## config.mk

```make
export PLATFORM = sky130hd
export DESIGN_NAME = status_led_blink_breathe_driver
export DESIGN_NICKNAME = d
export VERILOG_FILES = /design/src/rtl/slbd_pkg.sv /design/src/rtl/slbd_div.sv /design/src/rtl/status_led_blink_breathe_driver.sv
export SDC_FILE = /design/constraint.sdc
export NUM_CORES = 1
export LEC_CHECK = 0
export ABC_AREA = 1
export BUFFER_PORTS_ARGS = -buffer_cell sky130_fd_sc_hd__buf_2
export CORE_AREA = 2 2 152 154
export CTS_BUF_LIST = sky130_fd_sc_hd__clkbuf_8
export CTS_CLUSTER_DIAMETER = 60
export DETAILED_ROUTE_END_ITERATION = 10
export DIE_AREA = 0 0 154 156
export PLACE_DENSITY = 0.92
export SLEW_MARGIN = 30
export SYNTH_ARGS = -nofsm -noshare
export SYNTH_HDL_FRONTEND = slang
export SYNTH_SLANG_ARGS = --single-unit
```

## constraint.sdc

```tcl
create_clock -name clk_i -period 8.5 [get_ports clk_i]
set_input_delay 0.425 -clock clk_i [delete_from_list [all_inputs] [get_ports clk_i]]
set_output_delay 0.425 -clock clk_i [all_outputs]
set_load 0.005 [all_outputs]
```

## src/rtl/slbd_pkg.sv

```systemverilog
// ----------------------------------------------------------------------------
// slbd_pkg: shared types and constants for the status LED driver
// Request and result structs, register indexes, reset values and FSM states.
// ----------------------------------------------------------------------------
`default_nettype none

package slbd_pkg;

  localparam int unsigned NowW    = 32;
  localparam int unsigned PeriodW = 16;
  localparam int unsigned StepW   = 8;
  localparam int unsigned LevelW  = 7;
  localparam int unsigned CfgIdxW = 3;
  localparam int unsigned CfgDatW = 16;

  // Register indexes of the configuration port.
  typedef enum logic [CfgIdxW-1:0] {
    CFG_ERROR_PERIOD = 3'd0,
    CFG_RAMP_STEP    = 3'd1,
    CFG_ERROR_LEVEL  = 3'd2,
    CFG_CHARGE_LEVEL = 3'd3,
    CFG_READY_LEVEL  = 3'd4,
    CFG_READY_RING   = 3'd5,
    CFG_FIRE_RING    = 3'd6
  } cfg_idx_e;

  // Register reset values.
  localparam logic [PeriodW-1:0] ErrorPeriodRst = 16'd500;
  localparam logic [StepW-1:0]   RampStepRst    = 8'd12;
  localparam logic [LevelW-1:0]  ErrorLevelRst  = 7'd120;
  localparam logic [LevelW-1:0]  ChargeLevelRst = 7'd120;
  localparam logic [LevelW-1:0]  ReadyLevelRst  = 7'd90;
  localparam logic [LevelW-1:0]  ReadyRingRst   = 7'd50;
  localparam logic [LevelW-1:0]  FireRingRst    = 7'd120;

  typedef struct packed {
    logic [NowW-1:0] now_ms;
    logic            fire_enable;
    logic            firing_now;
    logic            charging;
    logic            interlock_closed;
    logic            fault;
    logic            critical_battery;
  } in_req_t;

  typedef struct packed {
    logic [LevelW-1:0] red_level;
    logic [LevelW-1:0] green_level;
    logic [LevelW-1:0] blue_level;
    logic [LevelW-1:0] ready_ring;
    logic [LevelW-1:0] fire_ring;
  } out_res_t;

  typedef enum logic [1:0] {
    ST_IDLE,
    ST_CALC,
    ST_DIVIDE,
    ST_FINISH
  } state_e;

endpackage

`default_nettype wire

```

## src/rtl/slbd_div.sv

```systemverilog
// ----------------------------------------------------------------------------
// slbd_div: bit-serial restoring divider
// Divides a 32-bit elapsed time by an 8-bit step, one quotient bit a cycle.
// ----------------------------------------------------------------------------
`default_nettype none

module slbd_div
  import slbd_pkg::*;
(
  input  wire logic             clk_i,
  input  wire logic             rst_ni,
  input  wire logic             start_i,
  input  wire logic [NowW-1:0]  dividend_i,
  input  wire logic [StepW-1:0] divisor_i,
  output logic                  done_o,
  output logic [NowW-1:0]       quotient_o
);

  localparam int unsigned CntW = $clog2(NowW);

  logic [NowW-1:0]  num_q;
  logic [StepW-1:0] rem_q;
  logic [StepW-1:0] div_q;
  logic [CntW-1:0]  cnt_q;
  logic             busy_q;
  logic             done_q;

  logic [StepW:0]   trial;
  logic             fits;

  // Shift the next dividend bit into the partial remainder and try a subtract.
  assign trial = {rem_q, num_q[NowW-1]};
  assign fits  = (trial >= {1'b0, div_q});

  always_ff @(posedge clk_i or negedge rst_ni) begin
    if (!rst_ni) begin
      busy_q <= 1'b0;
      done_q <= 1'b0;
      cnt_q  <= '0;
    end else begin
      done_q <= 1'b0;
      if (start_i) begin
        busy_q <= 1'b1;
        cnt_q  <= '0;
      end else if (busy_q) begin
        cnt_q <= cnt_q + 1'b1;
        if (cnt_q == CntW'(NowW - 1)) begin
          busy_q <= 1'b0;
          done_q <= 1'b1;
        end
      end
    end
  end

  always_ff @(posedge clk_i) begin
    if (start_i) begin
      num_q <= dividend_i;
      rem_q <= '0;
      div_q <= divisor_i;
    end else if (busy_q) begin
      num_q <= {num_q[NowW-2:0], fits};
      rem_q <= fits ? StepW'(trial - {1'b0, div_q}) : trial[StepW-1:0];
    end
  end

  assign done_o     = done_q;
  assign quotient_o = num_q;

endmodule

`default_nettype wire

```

## src/rtl/status_led_blink_breathe_driver.sv

```systemverilog
// ----------------------------------------------------------------------------
// status_led_blink_breathe_driver: status LED blink, breathe and steady levels
// Each request carries the millisecond clock and six status flags; the block
// answers with one result of five PWM levels (red, green, blue, ready ring
// and fire ring). A change in any flag restarts the timer mark. The main LED
// follows a priority chain: dark on critical battery while not charging
// with the interlock closed, red blinking at the error period while a fault
// is present, blue breathing as a triangle ramp while charging, steady blue
// with the interlock open, steady green when not armed, off when armed. The
// breathing ramp catches up by the elapsed time divided by the ramp step,
// saturated into the range from zero to the charge level. Each request
// passes through the states CALC (form the elapsed time and start the
// divider), DIVIDE (the bit-serial divider, one quotient bit a cycle, then
// its done signal) and FINISH (update state and load the output register).
// The input stalls for that whole time, so a new request is accepted only
// once the last one is through. A finished result waits in the output
// register until taken; meanwhile the next request is still accepted and
// worked on, and only its final step holds until the output register is
// free.
// Configuration registers are written through a plain write port and must
// only be changed while no request is in flight.
// ----------------------------------------------------------------------------
`default_nettype none

module status_led_blink_breathe_driver
  import slbd_pkg::*;
(
  input  wire logic               clk_i,
  input  wire logic               rst_ni,
  // Request channel
  input  wire logic               in_valid_i,
  output logic                    in_stall_o,
  input  wire in_req_t            in_req_i,
  // Result channel
  output logic                    out_valid_o,
  input  wire logic               out_stall_i,
  output out_res_t                out_res_o,
  // Configuration write port
  input  wire logic               cfg_we_i,
  input  wire logic [CfgIdxW-1:0] cfg_idx_i,
  input  wire logic [CfgDatW-1:0] cfg_wdata_i
);

  // Configuration registers.
  logic [PeriodW-1:0] error_period_q;
  logic [StepW-1:0]   ramp_step_q;
  logic [LevelW-1:0]  error_level_q;
  logic [LevelW-1:0]  charge_level_q;
  logic [LevelW-1:0]  ready_level_q;
  logic [LevelW-1:0]  ready_ring_q;
  logic [LevelW-1:0]  fire_ring_q;

  always_ff @(posedge clk_i or negedge rst_ni) begin
    if (!rst_ni) begin
      error_period_q <= ErrorPeriodRst;
      ramp_step_q    <= RampStepRst;
      error_level_q  <= ErrorLevelRst;
      charge_level_q <= ChargeLevelRst;
      ready_level_q  <= ReadyLevelRst;
      ready_ring_q   <= ReadyRingRst;
      fire_ring_q    <= FireRingRst;
    end else if (cfg_we_i) begin
      unique case (cfg_idx_e'(cfg_idx_i))
        CFG_ERROR_PERIOD: error_period_q <= cfg_wdata_i[PeriodW-1:0];
        CFG_RAMP_STEP:    ramp_step_q    <= cfg_wdata_i[StepW-1:0];
        CFG_ERROR_LEVEL:  error_level_q  <= cfg_wdata_i[LevelW-1:0];
        CFG_CHARGE_LEVEL: charge_level_q <= cfg_wdata_i[LevelW-1:0];
        CFG_READY_LEVEL:  ready_level_q  <= cfg_wdata_i[LevelW-1:0];
        CFG_READY_RING:   ready_ring_q   <= cfg_wdata_i[LevelW-1:0];
        CFG_FIRE_RING:    fire_ring_q    <= cfg_wdata_i[LevelW-1:0];
        default: ;  // Unused index: the write is dropped.
      endcase
    end
  end

  // Sequencer and persistent LED state.
  state_e            state_q, state_d;
  in_req_t           req_q;
  logic [5:0]        seen_q, seen_d;
  logic [NowW-1:0]   mark_q, mark_d;
  logic [LevelW-1:0] main_q, main_d;
  logic              down_q, down_d;
  logic [NowW-1:0]   diff_q;
  logic              behind_q;
  logic              out_valid_q, out_valid_d;
  out_res_t          out_res_q, out_res_d;

  logic              in_accept;
  logic [5:0]        in_flags;
  logic [NowW-1:0]   diff_now;
  logic              div_start;
  logic              div_done;
  logic [NowW-1:0]   div_quot;
  logic [StepW-1:0]  step_eff;

  assign in_accept = in_valid_i && !in_stall_o;
  assign in_stall_o = (state_q != ST_IDLE);
  assign in_flags = {in_req_i.critical_battery, in_req_i.fault, in_req_i.interlock_closed,
                     in_req_i.charging, in_req_i.firing_now, in_req_i.fire_enable};

  // A step interval of zero behaves as one millisecond.
  assign step_eff  = (ramp_step_q == '0) ? StepW'(1) : ramp_step_q;
  assign diff_now  = req_q.now_ms - mark_q;
  assign div_start = (state_q == ST_CALC);

  // The elapsed time is divided on every request; the quotient is only
  // used when the breathing ramp moves forward in time.
  slbd_div u_div (
    .clk_i      (clk_i),
    .rst_ni     (rst_ni),
    .start_i    (div_start),
    .dividend_i (diff_now),
    .divisor_i  (step_eff),
    .done_o     (div_done),
    .quotient_o (div_quot)
  );

  // Decision logic for the finishing cycle.
  logic              dark;
  logic              blink_due;
  logic              breathe_due;
  logic [StepW-1:0]  mag;
  logic [StepW-1:0]  lvl_raw;
  logic [LevelW-1:0] lvl_ramp;

  always_comb begin
    dark        = req_q.critical_battery && !req_q.charging && req_q.interlock_closed;
    blink_due   = (mark_q == '0) || behind_q || (diff_q > NowW'(error_period_q));
    breathe_due = behind_q || (diff_q > NowW'(step_eff));

    // When the clock is behind the mark the ramp moves by one level. Any
    // catch-up of 128 levels or more saturates at either end of the ramp.
    if (behind_q) begin
      mag = StepW'(1);
    end else if (|div_quot[NowW-1:LevelW]) begin
      mag = StepW'(1 << LevelW);
    end else begin
      mag = {1'b0, div_quot[LevelW-1:0]};
    end

    if (down_q) begin
      lvl_raw = (mag > {1'b0, main_q}) ? '0 : ({1'b0, main_q} - mag);
    end else begin
      lvl_raw = {1'b0, main_q} + mag;
    end
    lvl_ramp = (lvl_raw > {1'b0, charge_level_q}) ? charge_level_q : lvl_raw[LevelW-1:0];
  end

  always_comb begin
    state_d     = state_q;
    seen_d      = seen_q;
    mark_d      = mark_q;
    main_d      = main_q;
    down_d      = down_q;
    out_valid_d = out_valid_q;
    out_res_d   = out_res_q;

    if (out_valid_q && !out_stall_i) begin
      out_valid_d = 1'b0;
    end

    unique case (state_q)
      ST_IDLE: begin
        if (in_accept) begin
          // Any change of the status flags restarts the timer mark.
          if (in_flags != seen_q) begin
            seen_d = in_flags;
            mark_d = '0;
          end
          state_d = ST_CALC;
        end
      end
      ST_CALC: begin
        state_d = ST_DIVIDE;
      end
      ST_DIVIDE: begin
        if (div_done) begin
          state_d = ST_FINISH;
        end
      end
      ST_FINISH: begin
        if (!out_valid_q || !out_stall_i) begin
          out_res_d   = '0;
          out_valid_d = 1'b1;
          state_d     = ST_IDLE;

          if (dark) begin
            // Main LED off; its state is left as it was.
          end else if (req_q.fault) begin
            if (blink_due) begin
              main_d = (main_q != '0) ? '0 : error_level_q;
              mark_d = req_q.now_ms;
            end
            out_res_d.red_level = main_d;
          end else if (req_q.charging) begin
            if (mark_q == '0) begin
              main_d = charge_level_q;
              down_d = 1'b1;
              mark_d = req_q.now_ms;
            end else if (breathe_due) begin
              main_d = lvl_ramp;
              // Reaching either end of the ramp turns it around.
              if (lvl_ramp == '0 || lvl_ramp == charge_level_q) begin
                down_d = !down_q;
              end
              mark_d = req_q.now_ms;
            end
            out_res_d.blue_level = main_d;
          end else if (!req_q.interlock_closed) begin
            main_d = charge_level_q;
            mark_d = '0;
            out_res_d.blue_level = charge_level_q;
          end else if (!req_q.fire_enable) begin
            main_d = ready_level_q;
            mark_d = '0;
            out_res_d.green_level = ready_level_q;
          end

          // Ring LEDs light only when armed and no fault is present.
          if (!req_q.fault && req_q.fire_enable) begin
            if (req_q.firing_now) begin
              out_res_d.fire_ring = fire_ring_q;
            end else if (req_q.interlock_closed) begin
              out_res_d.ready_ring = ready_ring_q;
            end
          end
        end
      end
      default: state_d = ST_IDLE;
    endcase
  end

  always_ff @(posedge clk_i or negedge rst_ni) begin
    if (!rst_ni) begin
      state_q     <= ST_IDLE;
      seen_q      <= '0;
      mark_q      <= '0;
      main_q      <= '0;
      down_q      <= 1'b0;
      out_valid_q <= 1'b0;
    end else begin
      state_q     <= state_d;
      seen_q      <= seen_d;
      mark_q      <= mark_d;
      main_q      <= main_d;
      down_q      <= down_d;
      out_valid_q <= out_valid_d;
    end
  end

  always_ff @(posedge clk_i) begin
    if (in_accept) begin
      req_q <= in_req_i;
    end
    if (state_q == ST_CALC) begin
      diff_q   <= diff_now;
      behind_q <= (mark_q > req_q.now_ms);
    end
    out_res_q <= out_res_d;
  end

  assign out_valid_o = out_valid_q;
  assign out_res_o   = out_res_q;

endmodule

`default_nettype wire

```

==> out/results.ini, run 1 <==
[final_layout]
fin_area_um2=16500
areaGrowthSynthToFinish_pct=10.6
register_area_um2=7460
multi_input_area_um2=6390
layout.cells.non_filler=2147
nFillCells=1442
antennaDiodeCount=0
final_core_util_pct=73.9
nNetsFinal=1984
drive_above_1_share_pct=12.7

[pwr]
ir_drop_v=0.000295
total_power_mw=6.47
clkPwrFrac_pct=16.8
power_density_nw_per_um2=391
p_leak_nw=7.77
switching_power_mw=2.86
p_comb_share_pct=47.3
intPower_mw=3.60
seqPwrFrac_pct=35.9
switching_share_pct=44.3

[sta]
hold_viol=0
layout_setup_ws_ps=3590
fin_skew_ps=47.5
final.setup.tns_ps=0
slew_headroom_pct=43.8
setup_viol=0
drv_slew=0
holdWs_ps=5.78
fmax_ghz=0.204
fin_crit_sh_pct=57.7
worst_slew_pin_slew_ps=840
min_period_ps=4910
grt_setup_unrepaired=false

[cts]
clock_path_buffers=3
htree_levels=2
cts.sinks=269
numCtsBuffers=44
cts_root_buf=clkbuf_8
ctsResizeCount=0
insertion_delay_ps=590
clk_pin_slew_ps=60
cts_tree=done

[placement]
dp_cells=2059
placed_area_um2=15600
portBuffers=98
pre_cts_ws_ps=3700
place_congestion=0.927
hpwl_mm=25.5

[grt]
grt_pass1_vias=11900
grt_max_degree=78
antenna_found_initial=0
grtUsageTotal_pct=29.8
grt_pass1_wl_mm=57.6
grt_overflow=0

[drt]
viasPerCell=5.86
vias=12600
routed_wl_mm=36.4
drc=0
wl_met3_mm=2.95
wire_per_inst_um=16.9
wl_met1_mm=14.3
top_layer_used=met4
drtAntennaViolNets=0
wl_met2_mm=17.6
drt_iter0_drc=1195
drt_pass1_iterations=5

[floorplanning]
die_y_um=156
core_um2=22400
row_count=55
start_util_pct=66.9
boundaryPins=99
fp.dieW_um=154
die_area_um2=24000

[logic_synthesis]
synthTopCellsByArea=edfxtp_1 (29%), dfrtp_1 (15%), nand2_1 (11%)
synth_area_per_cell_um2=8.68
netlist.area_leader.share_pct=29.3
synth_edf_count=146
synth_area_um2=15000
yosysTopAreaCell=edfxtp_1
synth.net_count=1881
synth.distinct_cells=52
synth.most_common_cell=nand2_1
synth_seq_cells=269
async_flop_share_pct=42.8
ys.flop_type=edfxtp_1
synth_cells=1723
ys_seq_area_share_pct=49.9
yosysWarnings=0
synth_commonest_cells=nand2_1 (428), inv_1 (231), edfxtp_1 (146), nor2_1 (143), o21ai_0 (126)

[setup_path]
critical_path_arrival_ps=5240
worstReg2RegEnd=out_res_o[17]
worstSetupPathDepth=33
cp-start-kind=flip-flop
rr_worst_depth=33
cpPeakStageDelay_ps=480
crit_path_top_delay_cell=fa_1
path_delay_family=simple AND/OR/NAND/NOR gates
reg2reg_from=u_div.quotient_o[11]
crit_buf_inv=4
cp-end-kind=flip-flop
critPathKind=flip-flop to flip-flop
cp_common_cell=nand2_1
crit_fanout=13
required_ps=8840
r2r_slack_ps=3590

[hold_path]
holdPathStages=1
hp-start=in_req_i[33]
hold_end=req_q[33]
holdCritPathClass=input port to flip-flop

[job]
maxCapViolCount=0

[run_status]
outcome=complete, no violations

[layout make-up]
type | instances | area share [%]
Sequential cell | 269 | 45.1
Multi-Input combinational cell | 1162 | 38.6
Inverter | 238 | 5.40
Clock buffer | 47 | 3.91
Timing Repair Buffer | 111 | 3.68
Tap cell | 285 | 2.16
Clock inverter | 35 | 1.13
[cell usage in the layout (no fill, tap or decap), types with 51 or more instances in the layout]
| master | count |
|---|---|
| nand2_1 | 426 |
| inv_1 | 252 |
| edfxtp_1 | 146 |
| nor2_1 | 139 |
| o21ai_0 | 126 |
| buf_2 | 97 |
| a21oi_1 | 92 |
| ha_1 | 90 |
| dfrtp_1 | 88 |
| nand4_1 | 62 |
| nand3_1 | 51 |
[power by group through the flow]
| stage | clock network [mW] | registers (mW) | logic [mW] |
|---|---|---|---|
| 2_1_floorplan | 0 | 2.21 | 2.30 |
| 3_3_place_gp | 0 | 2.30 | 2.81 |
| 3_5_place_dp | 0 | 2.32 | 2.95 |
| 4_1_cts | 1.08 | 2.31 | 2.99 |
| 5_1_grt | 1.14 | 2.37 | 3.41 |
| 6_report | 1.09 | 2.32 | 3.06 |
[state kept, by name, indices dropped and copies added (netlist names), 2 cells and up]
register and count:
charge_level_q 7, diff_q 32, error_level_q 7, error_period_q 16, fire_ring_q 7, main_q 7
mark_q 32, out_res_o 35, ramp_step_q 8, ready_level_q 7, ready_ring_q 7, req_q 38
seen_q 6, state_q 2, u_div.cnt_q 5, u_div.div_q 8, u_div.quotient_o 32, u_div.rem_q 8
[per-layer routing]
metal | vias up | GRT usage (%)
li1 | 5940 | -
met1 | 5928 | 37.6
met5 | - | 0
met3 | 139 | 4.50
met4 | 0 | 12.5
met2 | 584 | 51.8
[cell families (layout without fill, tap and decap cells)]
family,count (synthesis),after routing,synth area share [%]
XOR/XNOR,40,40,2.34
flip-flops,269,269,49.9
adder cells (fa/ha/maj),96,96,8.23
AO/OA/AOI/OAI,272,272,9.93
multiplexers,3,3,0.226
buffers and inverters,292,431,7.76
AND/OR/NAND/NOR,751,751,21.7
[what timing repair did]
item                       in CTS  in global routing
setup buffers                   0                  0
hold buffers                    2                  4
hold endpoints to repair       39                  4
setup endpoints to repair       0                  0
[how the worst max path moves through the flow]
stage | from | end | slack, ps
final | u_div.quotient_o[11] | out_res_o[17] | 3590
after global routing | u_div.quotient_o[14] | out_res_o[15] | 3110
after floorplan | u_div.quotient_o[31] | out_res_o[14] | 4360
after detailed placement | u_div.quotient_o[11] | out_res_o[17] | 3700
after global placement | u_div.quotient_o[31] | out_res_o[17] | 3900
after CTS | u_div.quotient_o[22] | out_res_o[17] | 3680
Power figures use the tool's default switching activity.
==> inputs of run 2 (changes only) <==
--- a/config.mk
+++ b/config.mk
@@ -7,12 +7,12 @@
 export LEC_CHECK = 0
 export ABC_AREA = 1
 export BUFFER_PORTS_ARGS = -buffer_cell sky130_fd_sc_hd__buf_2
-export CORE_AREA = 2 2 152 154
+export CORE_AREA = 2 2 165 167
 export CTS_BUF_LIST = sky130_fd_sc_hd__clkbuf_8
 export CTS_CLUSTER_DIAMETER = 60
 export DETAILED_ROUTE_END_ITERATION = 10
-export DIE_AREA = 0 0 154 156
-export PLACE_DENSITY = 0.92
+export DIE_AREA = 0 0 167 169
+export PLACE_DENSITY = 0.83
 export SLEW_MARGIN = 30
 export SYNTH_ARGS = -nofsm -noshare
 export SYNTH_HDL_FRONTEND = slang
==> constraint.sdc (replaced) <==
create_clock -name clk_i -period 4.5 [get_ports clk_i]
set_input_delay 0.225 -clock clk_i [delete_from_list [all_inputs] [get_ports clk_i]]
set_output_delay 0.225 -clock clk_i [all_outputs]
set_load 0.005 [all_outputs]
==> run 2 against run 1 <==
Clock-buffer cell count unchanged. Routed wire length up 2.0%. Largest power group unchanged. Largest cell class unchanged. Flip-flop and latch count unchanged. Critical endpoint is now out_res_o[15].
==> out/results.ini, run 2 (synthesis gave the netlist of run 1 again) <==
[run_status]
outcome=complete, no violations

[floorplanning]
fp.dieW_um=167  ; +8.4%
boundaryPins=99  ; unchanged
core_um2=26500  ; +18%
start_util_pct=56.4  ; -10 points
row_count=60  ; +9.1%
die_area_um2=28200  ; +17%
die_y_um=169  ; +8.3%

[setup_path]
critical_path_arrival_ps=4620  ; -620 ps
crit_buf_inv=4  ; unchanged
startpoint=u_div.quotient_o[11]
critPathKind=flip-flop to flip-flop
crit_path_top_delay_cell=fa_2
cp-start-kind=flip-flop
crit_fanout=8  ; -5
cp-end-kind=flip-flop
required_ps=4820  ; -4020 ps
worstSetupPathDepth=33  ; unchanged
r2r_slack_ps=200  ; -3390 ps
rr_worst_depth=33  ; unchanged
cp_common_cell=nand2_1
worstReg2RegEnd=out_res_o[15]
endpoint=out_res_o[15]
path_delay_family=simple AND/OR/NAND/NOR gates
reg2reg_from=u_div.quotient_o[11]
cpPeakStageDelay_ps=390  ; -90 ps

[grt]
antenna_found_initial=0  ; unchanged
gr-usage-met3_pct=3.67  ; -0.83 points
grt_max_degree=99  ; +27%
use_met1_pct=32.8  ; -4.8 points
grt_pass1_wl_mm=59.1  ; +2.6%
top_usage_layer=met2
grt_overflow=0  ; unchanged
grtUsageTotal_pct=25.7  ; -4.1 points
gr-usage-met2_pct=44.4  ; -7.4 points
grt_pass1_vias=12300  ; +2.6%

[sta]
grt_setup_unrepaired=true
slew_headroom_pct=48.9  ; +5.1 points
min_period_ps=4300  ; -608 ps
hold_viol=0  ; unchanged
fin_skew_ps=39.1  ; -8.37 ps
worst_slew_pin_slew_ps=767  ; -73.4 ps
setup_viol=0  ; unchanged
fmax_ghz=0.233  ; +14%
drv_slew=0  ; unchanged
fin_crit_sh_pct=95.5  ; +38 points

[hold_path]
holdPathStages=3  ; +2
hp-start=cfg_wdata_i[0]
holdCritPathClass=input port to flip-flop

[final_layout]
largest_reg_flops=38  ; unchanged
drive_above_1_share_pct=16.5  ; +3.8 points
nNetsFinal=2054  ; +3.5%
nFillCells=2010  ; +39%
regMostFlops=req_q
areaGrowthSynthToFinish_pct=17.3
layout.cells.non_filler=2270  ; +5.7%
multi_input_area_um2=6660  ; +4.3%
final_common_cell=nand2_1
final_cell_mix=nand2_1 (407), inv_1 (242), edfxtp_1 (146), nor2_1 (136), o21ai_0 (119)
antennaDiodeCount=0  ; unchanged
register_area_um2=7460  ; unchanged

[drt]
routed_wl_mm=37.1  ; +2.0%
viasPerCell=5.55  ; -5.3%
drc=0  ; unchanged
drt_pass1_iterations=6  ; +1
drt_iter0_drc=1190  ; -0.42%
wire_per_inst_um=16.3  ; -3.5%
vias=12600  ; +0.14%
drtAntennaViolNets=0  ; unchanged

[cts]
cts.sinks=269  ; unchanged
htree_levels=2  ; unchanged
clk_pin_slew_ps=70  ; about the same
insertion_delay_ps=570  ; -20 ps
clock_path_buffers=3  ; unchanged
cts_root_buf=clkbuf_8
cts_tree=done
numCtsBuffers=43  ; -2.3%

[placement]
hpwl_mm=25.5  ; about the same
portBuffers=98  ; unchanged
dp_cells=2126  ; +3.3%
place_congestion=0.909  ; -2.0%

[pwr]
p_leak_nw=8.16  ; +5.0%
ir_drop_v=0.000589  ; +100%
power_density_nw_per_um2=724  ; +85%
total_power_mw=12.7  ; +96%

[job]
maxCapViolCount=0  ; unchanged

[run 2: cell type report]
class,instances,area share (%)
well taps,341,2.43
multi-input cells,1162,38.0
clock buffers,47,3.69
clock inverters,31,1.06
repair buffers,182,7.21
inverters,238,5.09
flip-flops and latches,269,42.5
[run 2: what timing repair did]
item | CTS | global route
setup buffers | 0 | 17
pin swaps | 1 | 39
hold buffers | 49 | 0
hold endpoints to repair | 119 | 0
resized for setup | 12 | 73
endpoints found under the setup margin | 15 | 15
[run 2: worst reg2reg max path, delay by kind of cell, from the launching register on]
kind | cells | cell delay [ps]
adders and majority gates | 3 | 910
DFF | 1 | 370
AOI/OAI and AO/OA | 6 | 650
buffers and inverters | 4 | 330
and+or+nand+nor | 20 | 1780
[run 2: layer usage]
layer	wire length (um)	part of all wire, %
met3	2390	6.4
met5	0	0
met1	15300	41
met4	1200	3.2
met2	18200	49
[run 2: power by group]
part / leakage (nW) / total, mW / switching [mW] / internal, mW
clock network: 0.502 / 2.03 / 0.956 / 1.08
logic: 4.76 / 6.29 / 3.96 / 2.33
registers: 2.89 / 4.38 / 0.606 / 3.78
total: 8.16 / 12.7 / 5.52 / 7.18
[run 2: through the flow]
stage	hold slack [ps]	cell area, um^2	setup WS [ps]	utilization, %	TNS, ps
global route	121	17500	-88.7	66.2	-480
detailed placement	327	15800	-209	59.5	-1430
floorplan	-70.6	15000	360	-	0
finish	100	17500	201	66.2	0
global placement	401	15800	-54.6	59.5	-249
CTS	74.7	17100	55.0	64.7	0
[run 2: worst min-delay path by stage]
stage	to	slack, ps
after floorplan	charge_level_q[0]	-70
after detailed placement	seen_q[0]	330
after CTS	ramp_step_q[0]	70
after global placement	req_q[34]	400
after global routing	ready_level_q[6]	120
final	ready_level_q[0]	100
==> inputs of run 3 (changes only) <==
--- a/config.mk
+++ b/config.mk
@@ -5,13 +5,12 @@
 export SDC_FILE = /design/constraint.sdc
 export NUM_CORES = 1
 export LEC_CHECK = 0
-export ABC_AREA = 1
 export BUFFER_PORTS_ARGS = -buffer_cell sky130_fd_sc_hd__buf_2
-export CORE_AREA = 2 2 165 167
+export CORE_AREA = 2 2 163 165
 export CTS_BUF_LIST = sky130_fd_sc_hd__clkbuf_8
 export CTS_CLUSTER_DIAMETER = 60
 export DETAILED_ROUTE_END_ITERATION = 10
-export DIE_AREA = 0 0 167 169
+export DIE_AREA = 0 0 165 167
 export PLACE_DENSITY = 0.83
 export SLEW_MARGIN = 30
 export SYNTH_ARGS = -nofsm -noshare
==> run 3 against run 2 <==
The flow now finishes with violations (setup timing). Worst hold slack got worse by 85 ps. Register-to-register slack worse by 480 ps. Highest routed layer unchanged. Die area fell by 2.4%. Clock power increased by 2%. Synthesized cell count shrank 25%. Largest power group unchanged. Maximum frequency is 10% lower. Worst setup slack worse by 480 ps. Sequential share of layout area decreased by 0.054 points. Routed wire length is essentially flat. First-iteration DRC count is 19% lower. Combinational power shrank 17%.
==> out/results.ini, run 3 <==
[run_status]
outcome=finished with violations
violations=setup timing

[drt]
drt_iter0_drc=960  ; -19%
drc=0  ; unchanged
wire_per_inst_um=19.8  ; +21%
drt_pass1_iterations=5  ; -1
vias=11200  ; -11%
routed_wl_mm=37.1  ; about the same
viasPerCell=5.95  ; +7.1%
drtAntennaViolNets=0  ; unchanged

[sta]
grt_setup_unrepaired=true
setup_viol=15  ; +15
min_period_ps=4780  ; +485 ps
hold_viol=0  ; unchanged
layout_setup_ws_ps=-283  ; -485 ps
drv_slew=0  ; unchanged
fmax_ghz=0.209  ; -10%
fin_crit_sh_pct=106  ; +11 points
worst_slew_pin_slew_ps=792  ; +25.8 ps
final.setup.tns_ps=-3150  ; -3150 ps
slew_headroom_pct=46.8  ; -2.1 points
fin_skew_ps=38.6  ; -0.482 ps

[logic_synthesis]
ys_seq_area_share_pct=51.3  ; +1.5 points
synthTopCellsByArea=edfxtp_1 (30%), dfrtp_1 (15%), ha_1 (7.9%)
synth_commonest_cells=edfxtp_1 (146), inv_1 (116), ha_1 (92), dfrtp_1 (88), nor2_1 (77)
synth_area_per_cell_um2=11.3  ; +30%
netlist.area_leader.share_pct=30.2  ; +0.85 points
synth_seq_cells=269  ; unchanged
ys.flop_type=edfxtp_1
synth_cells=1284  ; -25%
synth_area_um2=14500  ; -2.8%
async_flop_share_pct=42.8  ; unchanged
yosysWarnings=0  ; unchanged
yosysTopAreaCell=edfxtp_1
synth_edf_count=146  ; unchanged
synth.net_count=1442  ; -23%
synth.most_common_cell=edfxtp_1
synth.distinct_cells=84  ; +62%

[final_layout]
largest_reg_flops=38  ; unchanged
antennaDiodeCount=0  ; unchanged
final_core_util_pct=68.2  ; +2.0 points
final_common_cell=edfxtp_1
drive_above_1_share_pct=25.8  ; +9.3 points
regMostFlops=req_q
nNetsFinal=1667  ; -19%
areaGrowthSynthToFinish_pct=20.8
final_cell_mix=edfxtp_1 (146), inv_1 (129), buf_2 (97), dfrtp_1 (88), ha_1 (84)

[setup_path]
rr_worst_depth=25  ; -24%
crit_fanout=6  ; -2
required_ps=4960  ; +140 ps
reg2reg_from=u_div.quotient_o[31]
cp-start-kind=flip-flop
startpoint=u_div.quotient_o[31]
critical_path_arrival_ps=5240  ; +620 ps
endpoint=main_q[2]
r2r_slack_ps=-280  ; -480 ps
cp-end-kind=flip-flop
worstReg2RegEnd=main_q[2]
critPathKind=flip-flop to flip-flop

[grt]
grtUsageTotal_pct=27.1  ; +1.4 points
grt_overflow=0  ; unchanged
antenna_found_initial=0  ; unchanged
grt_max_degree=66  ; -33%
grt_pass1_wl_mm=58.7  ; -0.68%
grt_pass1_vias=11300  ; -7.8%

[cts]
clk_pin_slew_ps=60  ; about the same
insertion_delay_ps=570  ; about the same
clock_path_buffers=3  ; unchanged
cts_tree=done
cts.sinks=269  ; unchanged
cts_root_buf=clkbuf_8
numCtsBuffers=43  ; unchanged
htree_levels=2  ; unchanged

[floorplanning]
row_count=59  ; -1.7%
die_y_um=167  ; -1.2%
core_um2=25800  ; -2.8%
boundaryPins=99  ; unchanged
start_util_pct=56.4  ; about the same
fp.dieW_um=165  ; -1.2%
die_area_um2=27600  ; -2.4%

[hold_path]
holdCritPathClass=input port to flip-flop

[pwr]
ir_drop_v=0.000489  ; -17%
p_leak_nw=7.49  ; -8.2%
power_density_nw_per_um2=661  ; -8.8%

[placement]
portBuffers=98  ; unchanged
place_congestion=0.935  ; +2.9%
hpwl_mm=25.0  ; -1.8%

[job]
maxCapViolCount=0  ; unchanged

[run 3: cell count changes after synthesis, moves of 35 or more]
| cell | before | now |
|---|---|---|
| a22o_1 | 0 | 35 |
| nand4_1 | 62 | 15 |
| nand2_1 | 428 | 62 |
| o21ai_0 | 126 | 64 |
| a21oi_1 | 92 | 40 |
| nand3_1 | 51 | 16 |
| inv_1 | 231 | 116 |
| mux2_2 | 3 | 76 |
| nor2_1 | 143 | 77 |
[run 3: cell type report]
type                    count  area (um^2)
clock inverters            31          196
clock buffers              47          647
well taps                 335          419
multi-input cells         853         6800
fillers                  1727         8210
inverters                 117          439
flip-flops and latches    269         7460
repair buffers            225         1600
[run 3: cells by family (layout without fill, tap and decap cells)]
| logic type | after synthesis | in the layout | share of synthesized area [%] |
|---|---|---|---|
| compound gates | 306 | 307 | 15.1 |
| xor+xnor | 45 | 45 | 2.71 |
| fa+ha+maj | 96 | 96 | 8.47 |
| buf+inv | 163 | 420 | 4.31 |
| flops | 269 | 269 | 51.3 |
| mux | 88 | 88 | 6.72 |
| simple gates | 317 | 317 | 11.4 |
[run 3: timing repair]
item,in CTS,in global routing
endpoints found under the setup margin,15,15
endpoints found under the hold margin,116,0
buffers inserted,9,4
gates resized for setup,28,17
hold buffers,53,0
pin swaps,17,12
gates cloned,1,0
[run 3: stage by stage]
stage	std cells	hold WS [ps]	total power, mW	area [um^2]	worst slack, ps
global route	1877	32.9	12.3	17600	-532
detailed placement	1732	384	9.02	15800	-493
global placement	1732	378	8.80	15800	-291
CTS	1873	3.19	11.4	17400	-214
floorplan	1284	-70.6	7.48	14600	-96.9
finish	1877	15.4	11.6	17600	-283
[run 3: how the worst min path moves through the flow]
| stage | start | endpoint | slack, ps | cells past startpoint |
|---|---|---|---|---|
| 6_report | cfg_wdata_i[3] | ramp_step_q[3] | 20 | 3 |
| 5_1_grt | cfg_wdata_i[0] | fire_ring_q[0] | 30 | 2 |
| 4_1_cts | cfg_wdata_i[3] | ramp_step_q[3] | 3 | 3 |
| 3_5_place_dp | rst_ni | mark_q[3] | 380 | 1 |
| 3_3_place_gp | rst_ni | mark_q[2] | 380 | 1 |
| 2_1_floorplan | rst_ni | charge_level_q[0] | -70 | 0 |
[run 3: per-layer routing]
metal / track usage [%] / wire [um] / vias to the layer above
met4: 10.3 / 1430 / 0
met3: 3.91 / 2230 / 121
met1: 35.2 / 14900 / 5410
met2: 46.1 / 18500 / 467
li1: - / - / 5168
met5: 0 / 0 / -
[run 3: critical path: stages (launching register included)]
cell and delay (ps):
edfxtp_1 440, nor4_2 350, nand4_1 170, buf_6 170
nor4_4 230, buf_4 190, nand2_4 60, ha_4 280
and3_4 200, nor2_4 30, o211ai_1 250, nand3_2 120
o21a_1 220, inv_2 70, ha_4 200, nor2b_4 130
o21a_1 170, o21a_1 160, o21a_1 170, o21ai_2 110
a21o_1 170, buf_6 130, o211ai_4 110, a21boi_1 220
o2bb2ai_2 80, a31o_1 220
[run 3: report_power, final]
| group | internal (mW) | switching, mW | leakage [nW] |
|---|---|---|---|
| Sequential | 3.69 | 0.595 | 2.87 |
| Clock | 1.09 | 0.998 | 0.496 |
| Combinational | 2.40 | 2.82 | 4.13 |
